--- src/hw/rtl/bfpa_pkg.sv ---
package bfpa_pkg;

    localparam int AMT_W   = 20;
    localparam int PIDX_W  = 6;
    localparam int CFG_W   = 7;
    localparam int ENTRY_W = AMT_W + 1;

    localparam logic [AMT_W-1:0] CAP_LIMIT = AMT_W'(1000000);

    localparam logic [1:0] KIND_LOAD     = 2'd0;
    localparam logic [1:0] KIND_ALLOC    = 2'd1;
    localparam logic [1:0] KIND_REASSIGN = 2'd2;

    typedef struct packed {
        logic [1:0]        kind;
        logic [PIDX_W-1:0] part_index;
        logic [AMT_W-1:0]  amount;
    } req_t;

    typedef struct packed {
        logic              granted;
        logic [PIDX_W-1:0] chosen_part;
        logic [CFG_W-1:0]  allowed_count;
    } rsp_t;

    typedef struct packed {
        logic ge;
        logic le;
    } cmp_res_t;

    typedef enum logic [2:0] {
        ST_CLEAR,
        ST_IDLE,
        ST_SCAN,
        ST_COMMIT,
        ST_RS_RD,
        ST_RS_CHK,
        ST_DONE
    } seq_state_t;

endpackage

--- src/hw/rtl/bfpa_chan_if.sv ---
interface bfpa_chan_if #(
    parameter type payload_t = logic
);
    logic     valid;
    logic     ready;
    payload_t payload;

    modport source (output valid, output payload, input ready);
    modport sink (input valid, input payload, output ready);
endinterface

--- src/hw/rtl/best_fit_partition_allocator_unit.sv ---
// Channel   Role     Payload                                   Moves when
// req       sink     kind, part_index, amount                  valid && ready
// rsp       source   granted, chosen_part, allowed_count       valid && ready
// cfg       sink     partitions_in_use (7 bits)                valid && ready
//
// Flow: a load, an unknown kind or a reassign of an unsearched entry goes
// straight to the result; any other reassign first reads and checks its
// entry; an allocate makes one table read per searched entry through the
// single read port, the searched entry count being n, and a grant then
// marks the winner occupied before the result is offered.
// Reset: a clearing pass marks every entry occupied; req
// stays not ready during it, cfg is taken at any time.
// Stalls: a finished result waits in the output register while the next item
// is accepted; a second result waits in the sequencer until rsp drains.
module best_fit_partition_allocator_unit
    import bfpa_pkg::*;
#(
    parameter int PARTITIONS = 64,
    localparam int IDX_W = (PARTITIONS > 1) ? $clog2(PARTITIONS) : 1
) (
    input  logic        clk,
    input  logic        rst_n,
    bfpa_chan_if.sink   req,
    bfpa_chan_if.source rsp,
    bfpa_chan_if.sink   cfg
);

    logic [CFG_W-1:0]   cfg_reg;
    logic               rsp_valid_reg;
    rsp_t               rsp_payload_reg;

    logic               rsp_free;
    logic               res_valid;
    rsp_t               res_payload;

    logic               tbl_we;
    logic [IDX_W-1:0]   tbl_waddr;
    logic [ENTRY_W-1:0] tbl_wdata;
    logic               tbl_re;
    logic [IDX_W-1:0]   tbl_raddr;
    logic [ENTRY_W-1:0] tbl_rdata;

    logic [AMT_W-1:0]   cmp_cap;
    logic [AMT_W-1:0]   cmp_amount;
    logic [AMT_W-1:0]   cmp_best;
    cmp_res_t           cmp_res;

    // Config register: always writable.
    assign cfg.ready = 1'b1;

    always_ff @(posedge clk or negedge rst_n)
    begin
        if (!rst_n)
        begin
            cfg_reg <= '0;
        end
        else if (cfg.valid)
        begin
            cfg_reg <= cfg.payload;
        end
    end

    // Output register: free when empty or being drained this cycle.
    assign rsp_free    = !rsp_valid_reg || rsp.ready;
    assign rsp.valid   = rsp_valid_reg;
    assign rsp.payload = rsp_payload_reg;

    always_ff @(posedge clk or negedge rst_n)
    begin
        if (!rst_n)
        begin
            rsp_valid_reg <= 1'b0;
        end
        else if (res_valid && rsp_free)
        begin
            rsp_valid_reg <= 1'b1;
        end
        else if (rsp.ready)
        begin
            rsp_valid_reg <= 1'b0;
        end
    end

    // Payload register: load on handoff, hold otherwise.
    always_ff @(posedge clk)
    begin
        if (res_valid && rsp_free)
        begin
            rsp_payload_reg <= res_payload;
        end
    end

    bfpa_seq #(
        .PARTITIONS (PARTITIONS)
    ) u_seq (
        .clk         (clk),
        .rst_n       (rst_n),
        .req_valid   (req.valid),
        .req_payload (req.payload),
        .req_ready   (req.ready),
        .cfg_count   (cfg_reg),
        .rsp_free    (rsp_free),
        .res_valid   (res_valid),
        .res_payload (res_payload),
        .tbl_we      (tbl_we),
        .tbl_waddr   (tbl_waddr),
        .tbl_wdata   (tbl_wdata),
        .tbl_re      (tbl_re),
        .tbl_raddr   (tbl_raddr),
        .tbl_rdata   (tbl_rdata),
        .cmp_cap     (cmp_cap),
        .cmp_amount  (cmp_amount),
        .cmp_best    (cmp_best),
        .cmp_res     (cmp_res)
    );

    // Partition table: capacity and free flag per entry.
    bfpa_table #(
        .PARTITIONS (PARTITIONS)
    ) u_table (
        .clk   (clk),
        .we    (tbl_we),
        .waddr (tbl_waddr),
        .wdata (tbl_wdata),
        .re    (tbl_re),
        .raddr (tbl_raddr),
        .rdata (tbl_rdata)
    );

    // Shared compare unit for the allocate scan and the reassign check.
    bfpa_cmp_unit u_cmp (
        .cap    (cmp_cap),
        .amount (cmp_amount),
        .best   (cmp_best),
        .res    (cmp_res)
    );

endmodule

--- src/hw/rtl/bfpa_table.sv ---
module bfpa_table
    import bfpa_pkg::*;
#(
    parameter int PARTITIONS = 64,
    localparam int IDX_W = (PARTITIONS > 1) ? $clog2(PARTITIONS) : 1
) (
    input  logic               clk,
    input  logic               we,
    input  logic [IDX_W-1:0]   waddr,
    input  logic [ENTRY_W-1:0] wdata,
    input  logic               re,
    input  logic [IDX_W-1:0]   raddr,
    output logic [ENTRY_W-1:0] rdata
);

    // Entry layout: free flag on top, capacity below.
    logic [ENTRY_W-1:0] mem [PARTITIONS];
    logic [ENTRY_W-1:0] rdata_reg;

    always_ff @(posedge clk)
    begin
        if (we)
        begin
            mem[waddr] <= wdata;
        end
    end

    always_ff @(posedge clk)
    begin
        if (re)
        begin
            rdata_reg <= mem[raddr];
        end
    end

    assign rdata = rdata_reg;

endmodule

--- src/hw/rtl/bfpa_cmp_unit.sv ---
module bfpa_cmp_unit
    import bfpa_pkg::*;
(
    input  logic [AMT_W-1:0] cap,
    input  logic [AMT_W-1:0] amount,
    input  logic [AMT_W-1:0] best,
    output cmp_res_t         res
);

    assign res.ge = (cap >= amount);
    assign res.le = (cap <= best);

endmodule

--- src/hw/rtl/bfpa_seq.sv ---
module bfpa_seq
    import bfpa_pkg::*;
#(
    parameter int PARTITIONS = 64,
    localparam int IDX_W = (PARTITIONS > 1) ? $clog2(PARTITIONS) : 1,
    localparam int CNT_W = $clog2(PARTITIONS + 1),
    localparam int XW    = (CNT_W > CFG_W) ? CNT_W : CFG_W
) (
    input  logic               clk,
    input  logic               rst_n,
    input  logic               req_valid,
    input  req_t               req_payload,
    output logic               req_ready,
    input  logic [CFG_W-1:0]   cfg_count,
    input  logic               rsp_free,
    output logic               res_valid,
    output rsp_t               res_payload,
    output logic               tbl_we,
    output logic [IDX_W-1:0]   tbl_waddr,
    output logic [ENTRY_W-1:0] tbl_wdata,
    output logic               tbl_re,
    output logic [IDX_W-1:0]   tbl_raddr,
    input  logic [ENTRY_W-1:0] tbl_rdata,
    output logic [AMT_W-1:0]   cmp_cap,
    output logic [AMT_W-1:0]   cmp_amount,
    output logic [AMT_W-1:0]   cmp_best,
    input  cmp_res_t           cmp_res
);

    seq_state_t        state_reg, state_next;
    logic [CNT_W-1:0]  cnt_reg, cnt_next;
    logic              pend_reg, pend_next;
    logic [IDX_W-1:0]  pidx_reg, pidx_next;
    logic [PIDX_W-1:0] idx_reg, idx_next;
    logic [AMT_W-1:0]  amount_reg, amount_next;
    logic [AMT_W-1:0]  best_reg, best_next;
    logic [IDX_W-1:0]  pick_reg, pick_next;
    logic              found_reg, found_next;
    logic [CFG_W-1:0]  count_reg, count_next;
    rsp_t              res_reg, res_next;

    logic [XW-1:0]     part_x;
    logic [XW-1:0]     cfg_x;
    logic [XW-1:0]     n_x;
    logic [CNT_W-1:0]  n_cnt;
    logic [XW-1:0]     req_idx_x;
    logic [XW-1:0]     idx_x;
    logic              rd_free;

    // Number of entries searched: register value clipped at table depth.
    assign part_x    = XW'(PARTITIONS);
    assign cfg_x     = XW'(cfg_count);
    assign n_x       = (cfg_x > part_x) ? part_x : cfg_x;
    assign n_cnt     = n_x[CNT_W-1:0];
    assign req_idx_x = XW'(req_payload.part_index);
    assign idx_x     = XW'(idx_reg);
    assign rd_free   = tbl_rdata[AMT_W];

    assign cmp_cap    = tbl_rdata[AMT_W-1:0];
    assign cmp_amount = amount_reg;
    assign cmp_best   = best_reg;

    assign res_payload = res_reg;

    always_ff @(posedge clk or negedge rst_n)
    begin
        if (!rst_n)
        begin
            state_reg <= ST_CLEAR;
            cnt_reg   <= '0;
            pend_reg  <= 1'b0;
        end
        else
        begin
            state_reg <= state_next;
            cnt_reg   <= cnt_next;
            pend_reg  <= pend_next;
        end
    end

    always_ff @(posedge clk)
    begin
        pidx_reg   <= pidx_next;
        idx_reg    <= idx_next;
        amount_reg <= amount_next;
        best_reg   <= best_next;
        pick_reg   <= pick_next;
        found_reg  <= found_next;
        count_reg  <= count_next;
        res_reg    <= res_next;
    end

    always_comb
    begin
        state_next  = state_reg;
        cnt_next    = cnt_reg;
        pend_next   = pend_reg;
        pidx_next   = pidx_reg;
        idx_next    = idx_reg;
        amount_next = amount_reg;
        best_next   = best_reg;
        pick_next   = pick_reg;
        found_next  = found_reg;
        count_next  = count_reg;
        res_next    = res_reg;
        req_ready   = 1'b0;
        res_valid   = 1'b0;
        tbl_we      = 1'b0;
        tbl_waddr   = cnt_reg[IDX_W-1:0];
        tbl_wdata   = '0;
        tbl_re      = 1'b0;
        tbl_raddr   = cnt_reg[IDX_W-1:0];

        unique case (state_reg)
            ST_CLEAR:
            begin
                // Sweep every entry to occupied after reset.
                tbl_we = 1'b1;
                if (cnt_reg == CNT_W'(PARTITIONS - 1))
                begin
                    cnt_next   = '0;
                    state_next = ST_IDLE;
                end
                else
                begin
                    cnt_next = cnt_reg + 1'b1;
                end
            end

            ST_IDLE:
            begin
                req_ready = 1'b1;
                if (req_valid)
                begin
                    idx_next    = req_payload.part_index;
                    amount_next = req_payload.amount;
                    best_next   = CAP_LIMIT;
                    found_next  = 1'b0;
                    count_next  = '0;
                    cnt_next    = '0;
                    pend_next   = 1'b0;
                    res_next    = '0;
                    unique case (req_payload.kind)
                        KIND_LOAD:
                        begin
                            if (req_idx_x < part_x)
                            begin
                                tbl_we    = 1'b1;
                                tbl_waddr = req_idx_x[IDX_W-1:0];
                                tbl_wdata = {1'b1, req_payload.amount};
                            end
                            res_next.granted     = 1'b1;
                            res_next.chosen_part = req_payload.part_index;
                            state_next           = ST_DONE;
                        end
                        KIND_ALLOC:
                        begin
                            state_next = ST_SCAN;
                        end
                        KIND_REASSIGN:
                        begin
                            state_next = (req_idx_x < n_x) ? ST_RS_RD : ST_DONE;
                        end
                        default:
                        begin
                            state_next = ST_DONE;
                        end
                    endcase
                end
            end

            ST_SCAN:
            begin
                // Judge the entry read last cycle.
                if (pend_reg)
                begin
                    if (rd_free && cmp_res.ge && cmp_res.le)
                    begin
                        best_next  = cmp_cap;
                        pick_next  = pidx_reg;
                        found_next = 1'b1;
                    end
                    if (!rd_free && cmp_res.ge)
                    begin
                        count_next = count_reg + 1'b1;
                    end
                end
                // Issue the next read while entries remain.
                if (cnt_reg < n_cnt)
                begin
                    tbl_re    = 1'b1;
                    pidx_next = cnt_reg[IDX_W-1:0];
                    pend_next = 1'b1;
                    cnt_next  = cnt_reg + 1'b1;
                end
                else
                begin
                    pend_next = 1'b0;
                    if (!pend_reg)
                    begin
                        if (found_reg)
                        begin
                            state_next = ST_COMMIT;
                        end
                        else
                        begin
                            res_next.allowed_count = count_reg;
                            state_next             = ST_DONE;
                        end
                    end
                end
            end

            ST_COMMIT:
            begin
                // Mark the winner occupied; its capacity is the best seen.
                tbl_we               = 1'b1;
                tbl_waddr            = pick_reg;
                tbl_wdata            = {1'b0, best_reg};
                res_next.granted     = 1'b1;
                res_next.chosen_part = PIDX_W'(XW'(pick_reg));
                state_next           = ST_DONE;
            end

            ST_RS_RD:
            begin
                tbl_re     = 1'b1;
                tbl_raddr  = idx_x[IDX_W-1:0];
                state_next = ST_RS_CHK;
            end

            ST_RS_CHK:
            begin
                if (!rd_free && cmp_res.ge)
                begin
                    res_next.granted     = 1'b1;
                    res_next.chosen_part = idx_reg;
                end
                state_next = ST_DONE;
            end

            ST_DONE:
            begin
                res_valid = 1'b1;
                if (rsp_free)
                begin
                    state_next = ST_IDLE;
                end
            end

            default:
            begin
                state_next = ST_IDLE;
            end
        endcase
    end

endmodule

--- src/flat_wrapper.sv ---
// flat-port wrapper written by rule: the top's interface ports become plain ports
module best_fit_partition_allocator_unit_flat import bfpa_pkg::*;
#(
    parameter int PARTITIONS = 64,
    localparam int IDX_W = (PARTITIONS > 1) ? $clog2(PARTITIONS) : 1
)
  (clk, rst_n, req_valid, req_payload, req_ready, rsp_valid, rsp_payload, rsp_ready, cfg_valid, cfg_payload, cfg_ready);
  bfpa_chan_if req_i ();
  bfpa_chan_if rsp_i ();
  bfpa_chan_if cfg_i ();
  input  logic clk;
  input  logic rst_n;
  input wire logic [$bits(req_i.valid)-1:0] req_valid;
  input wire logic [$bits(req_i.payload)-1:0] req_payload;
  output wire logic [$bits(req_i.ready)-1:0] req_ready;
  output wire logic [$bits(rsp_i.valid)-1:0] rsp_valid;
  output wire logic [$bits(rsp_i.payload)-1:0] rsp_payload;
  input wire logic [$bits(rsp_i.ready)-1:0] rsp_ready;
  input wire logic [$bits(cfg_i.valid)-1:0] cfg_valid;
  input wire logic [$bits(cfg_i.payload)-1:0] cfg_payload;
  output wire logic [$bits(cfg_i.ready)-1:0] cfg_ready;
  assign req_i.valid = req_valid;
  assign req_i.payload = req_payload;
  assign req_ready = req_i.ready;
  assign rsp_valid = rsp_i.valid;
  assign rsp_payload = rsp_i.payload;
  assign rsp_i.ready = rsp_ready;
  assign cfg_i.valid = cfg_valid;
  assign cfg_i.payload = cfg_payload;
  assign cfg_ready = cfg_i.ready;
  best_fit_partition_allocator_unit #(.PARTITIONS(PARTITIONS)) u_core (.clk(clk), .rst_n(rst_n), .req(req_i), .rsp(rsp_i), .cfg(cfg_i));
endmodule
--- config.mk ---
export PLATFORM = sky130hd
export DESIGN_NAME = best_fit_partition_allocator_unit_flat
export DESIGN_NICKNAME = d
export VERILOG_FILES = /design/src/hw/rtl/bfpa_pkg.sv /design/src/hw/rtl/bfpa_chan_if.sv /design/src/hw/rtl/best_fit_partition_allocator_unit.sv /design/src/hw/rtl/bfpa_table.sv /design/src/hw/rtl/bfpa_cmp_unit.sv /design/src/hw/rtl/bfpa_seq.sv /design/src/flat_wrapper.sv
export SDC_FILE = /design/constraint.sdc
export NUM_CORES = 2
export LEC_CHECK = 0
export ABC_AREA = 1
export ABC_CLOCK_PERIOD_IN_PS = 8990
export BUFFER_PORTS_ARGS = -buffer_cell sky130_fd_sc_hd__buf_2
export CORE_UTILIZATION = 40
export DETAILED_ROUTE_END_ITERATION = 8
export GPL_ROUTABILITY_DRIVEN = 0
export GPL_TIMING_DRIVEN = 0
export HOLD_SLACK_MARGIN = 0.02
export PLACE_DENSITY_LB_ADDON = 0.08
export SLEW_MARGIN = 0
export SYNTH_ARGS = -nofsm -noshare
export SYNTH_HDL_FRONTEND = slang
export SYNTH_SLANG_ARGS = --single-unit
--- constraint.sdc ---
create_clock -name clk -period 8.99 [get_ports clk]
set_input_delay 0.899 -clock clk [delete_from_list [all_inputs] [get_ports clk]]
set_output_delay 0.899 -clock clk [all_outputs]
set_load 0.01 [all_outputs]
==> results.py <==
metrics = {
    "status": {
        "status": "finished clean",
    },
    "pwr": {
        "p_seq_frac": 0.326,
        "p_sw_frac": 0.430,
        "p_per_area_nw_per_um2": 352,
        "switchingPower_mw": 10.8,
        "vdd_drop_max_uv": 234,
        "p_clk_frac": 0.249,
        "total_power_mw": 25.1,
        "cell_internal_pwr_mw": 14.3,
        "p_leak_nw": 26.9,
        "power.share.combinational": 0.425,
    },
    "sta": {
        "setup_tns_ns": 0,
        "rsz0062_at_grt": "false",
        "finalSetupViolCount": 0,
        "relSlewSlack": 0.0179,
        "layout_min_cycle_time_ns": 4.27,
        "hold_viol": 0,
        "worstMarginPinSlew_ns": 1.47,
        "finalClockSkew_ns": 0.0232,
        "maxSlewViolCount": 0,
        "fmax_mhz": 234,
        "layout_setup_ws_ns": 4.72,
        "fin_crit_sh": 0.475,
    },
    "setup_path": {
        "critical_path.endpoint_type": "register",
        "r2r_slack_ns": 4.72,
        "crit_type": "reg2reg",
        "rr_startpoint": "u_core.u_seq.state_reg[1]$_DFFE_PN0P_",
        "crit_fanout": 10,
        "rr_endpoint": "u_core.u_table.rdata[6]$_DFFE_PP_",
        "critPathRequiredTime_ns": 9.62,
        "start_kind": "register",
        "cp.arrival_ns": 4.90,
        "r2r_cells": 11,
    },
    "run": {
        "drv_cap": 0,
    },
    "grt": {
        "antenna_found_initial": 10,
        "grt_pass1_wl_um": 297000,
        "grt_pass1_vias": 40200,
        "grt_overflow": 0,
        "grt.total_usage": 0.268,
        "grt_max_degree": 67,
    },
    "die": {
        "core_region_area_um2": 152000,
        "pin_count": 11,
        "die-area_um2": 156000,
        "num_rows": 143,
        "initial_core_util": 0.404,
        "die_y_um": 395,
        "die_w_um": 395,
    },
    "synth": {
        "synth_edf_count": 1402,
        "postSynthCellCount": 5408,
        "syn_area_um2": 61700,
        "yosysTopAreaCell": "edfxtp_1",
        "synthTopCellsByArea": "edfxtp_1 (68%), nand3_1 (9.4%), nand3b_1 (4.6%), nor2_1 (4.3%), inv_1 (3.3%)",
        "ys_ff_latch": 1415,
        "async_flop_share": 0.00919,
        "yosysSeqAreaShare": 0.688,
        "yosysWarningCount": 0,
        "synth_nets": 5437,
        "yosysTopAreaCellShare": 0.683,
        "ys.flop_type": "edfxtp_1",
        "syn_area_per_cell_um2": 11.4,
        "synth.distinct_cells": 37,
    },
    "cts": {
        "cts_tree": "done",
        "clockRootBuffer": "clkbuf_16",
        "clk_pin_slew_ns": 0.06,
        "cts_made_buffers": 159,
        "clock_sinks": 1415,
        "clk_latency_ns": 0.81,
        "post_cts_buffers": 0,
        "clockBufferDepth": 3,
        "postCtsResizedCells": 0,
        "cts_max_level": 4,
    },
    "worst_hold_path": {
        "hold_class": "in2reg",
        "worstHoldPathCells": 1,
        "holdPathEnd": "u_core.u_seq.cmp_amount[0]$_DFFE_PP_",
        "min-delay-start": "req_payload",
    },
    "detailed_routing": {
        "drt-pass1-iter-count": 6,
        "wl_per_cell_um": 26.8,
        "drc": 0,
        "vias": 42600,
        "viasPerCell": 5.43,
        "drt_iter0_markers": 4562,
        "ant_nets": 0,
        "wl_um": 210000,
    },
    "layout": {
        "finish.instance_area_um2": 71400,
        "largest_reg_flops": 1344,
        "fin_nets": 5711,
        "syn2layout_area_growth_pct": 15.8,
        "n_antenna_cell": 0,
        "post-route-util": 0.468,
        "drive_above_1_share": 0.126,
    },
    "placement": {
        "dpl.hpwl_um": 151000,
        "placed_cell_area_um2": 66500,
        "preCtsSetupSlack_ns": 4.88,
        "io_buffers": 9,
    },
}
cell type report:
cell class                 count  area (um2)
clock inverter                63         457
clock buffer                 220        4440
buffer                       353        1900
tap                         2030        2540
fill                       14000       81000
sequential                  1415       42400
inverter                     548        2060
timing repair buffer         113        1960
multi-input combinational   3092       15600
metrics by stage:
stage | hold WS (ns) | std cells
after global routing | 0.319 | 7834
final | 0.341 | 7834
after CTS | 0.284 | 7834
after detailed placement | 0.408 | 7550
after floorplan | 0.400 | 5408
after global placement | 0.401 | 7447
synthesized netlist by cell type, drive strengths merged, types with 2 or more instances:
cell type and n:
dfrtp 13, or2 44, clkbuf 86, nand3 1156
edfxtp 1402, ha 22, nand3b 378, nor2 712
buf 267, a21oi 19, nand4 16, nor3 9
inv 548, a31oi 2, o22ai 5, o21ai 182
nand2 539
how the worst max path moves through the flow:
stage | from | end | slack, ns | depth (start not counted)
final | u_core.u_seq.state_reg[1]$_DFFE_PN0P_ | u_core.u_table.rdata[6]$_DFFE_PP_ | 4.72 | 11
after CTS | u_core.u_seq.state_reg[1]$_DFFE_PN0P_ | u_core.u_table.rdata[6]$_DFFE_PP_ | 4.90 | 11
after floorplan | req_valid | u_core.u_table.mem[32][0]$_DFFE_PP_ | 5.47 | 7
after global placement | u_core.u_seq.state_reg[2]$_DFFE_PN0P_ | u_core.u_table.mem[14][7]$_DFFE_PP_ | 1.24 | 7
after global routing | u_core.u_seq.state_reg[1]$_DFFE_PN0P_ | u_core.u_table.rdata[8]$_DFFE_PP_ | 4.81 | 11
after detailed placement | req_valid | u_core.u_table.mem[63][14]$_DFFE_PP_ | 4.88 | 7
placed cells by master (no fill, tap or decap), drive strengths merged, types with 2 or more instances in the layout:
| cell | n |
|---|---|
| nand2 | 539 |
| nor2 | 712 |
| or2 | 44 |
| buf | 379 |
| nand4 | 16 |
| dfrtp | 13 |
| a21oi | 19 |
| bufinv | 6 |
| nor3 | 9 |
| clkbuf | 306 |
| clkinv | 49 |
| o21ai | 182 |
| a31oi | 2 |
| ha | 22 |
| clkinvlp | 2 |
| edfxtp | 1402 |
| nand3b | 378 |
| o22ai | 5 |
| inv | 554 |
| nand3 | 1156 |
power groups by stage:
stage               clock network [mW]  registers [mW]  logic, mW
global route                      6.58            8.23       11.3
global placement                     0            8.48       10.0
detailed placement                   0            8.34       10.5
CTS                               6.33            8.20       10.5
floorplan                            0            8.34       5.59
finish                            6.25            8.20       10.7
cell families (layout without fill, tap and decap cells):
group / count (synthesis) / count (layout) / synth area share
AO/OA/AOI/OAI: 212 / 212 / 0.0185
AND/OR/NAND/NOR: 2856 / 2856 / 0.224
flip-flops: 1415 / 1415 / 0.688
multiplexers: 1 / 1 / 0.000183
other: 1 / 1 / 0.0000608
buffers and inverters: 901 / 1297 / 0.0642
adder cells (fa/ha/maj): 22 / 22 / 0.00446
critical path, cell delays in order, from the launching register on:
cell	delay, ns
dfrtp_1	0.34
buf_6	0.16
nor2_4	0.07
nand2_4	0.18
inv_1	0.11
nor2_1	1.09
buf_2	0.67
buf_2	0.36
nand3_1	0.19
nand3_1	0.15
nand3_1	0.48
nand2_1	0.25
what timing repair did:
action                                  CTS  global route
endpoints found under the setup margin    0             0
endpoints found under the hold margin    13             0
hold buffers                              1             0
routing by layer:
layer | GRT usage | part of all wire
met3 | 0.0453 | 0.069
met5 | 0 | 0
met1 | 0.381 | 0.44
met4 | 0.0889 | 0.032
met2 | 0.417 | 0.45
No activity file was read; power rests on OpenSTA's default activity.
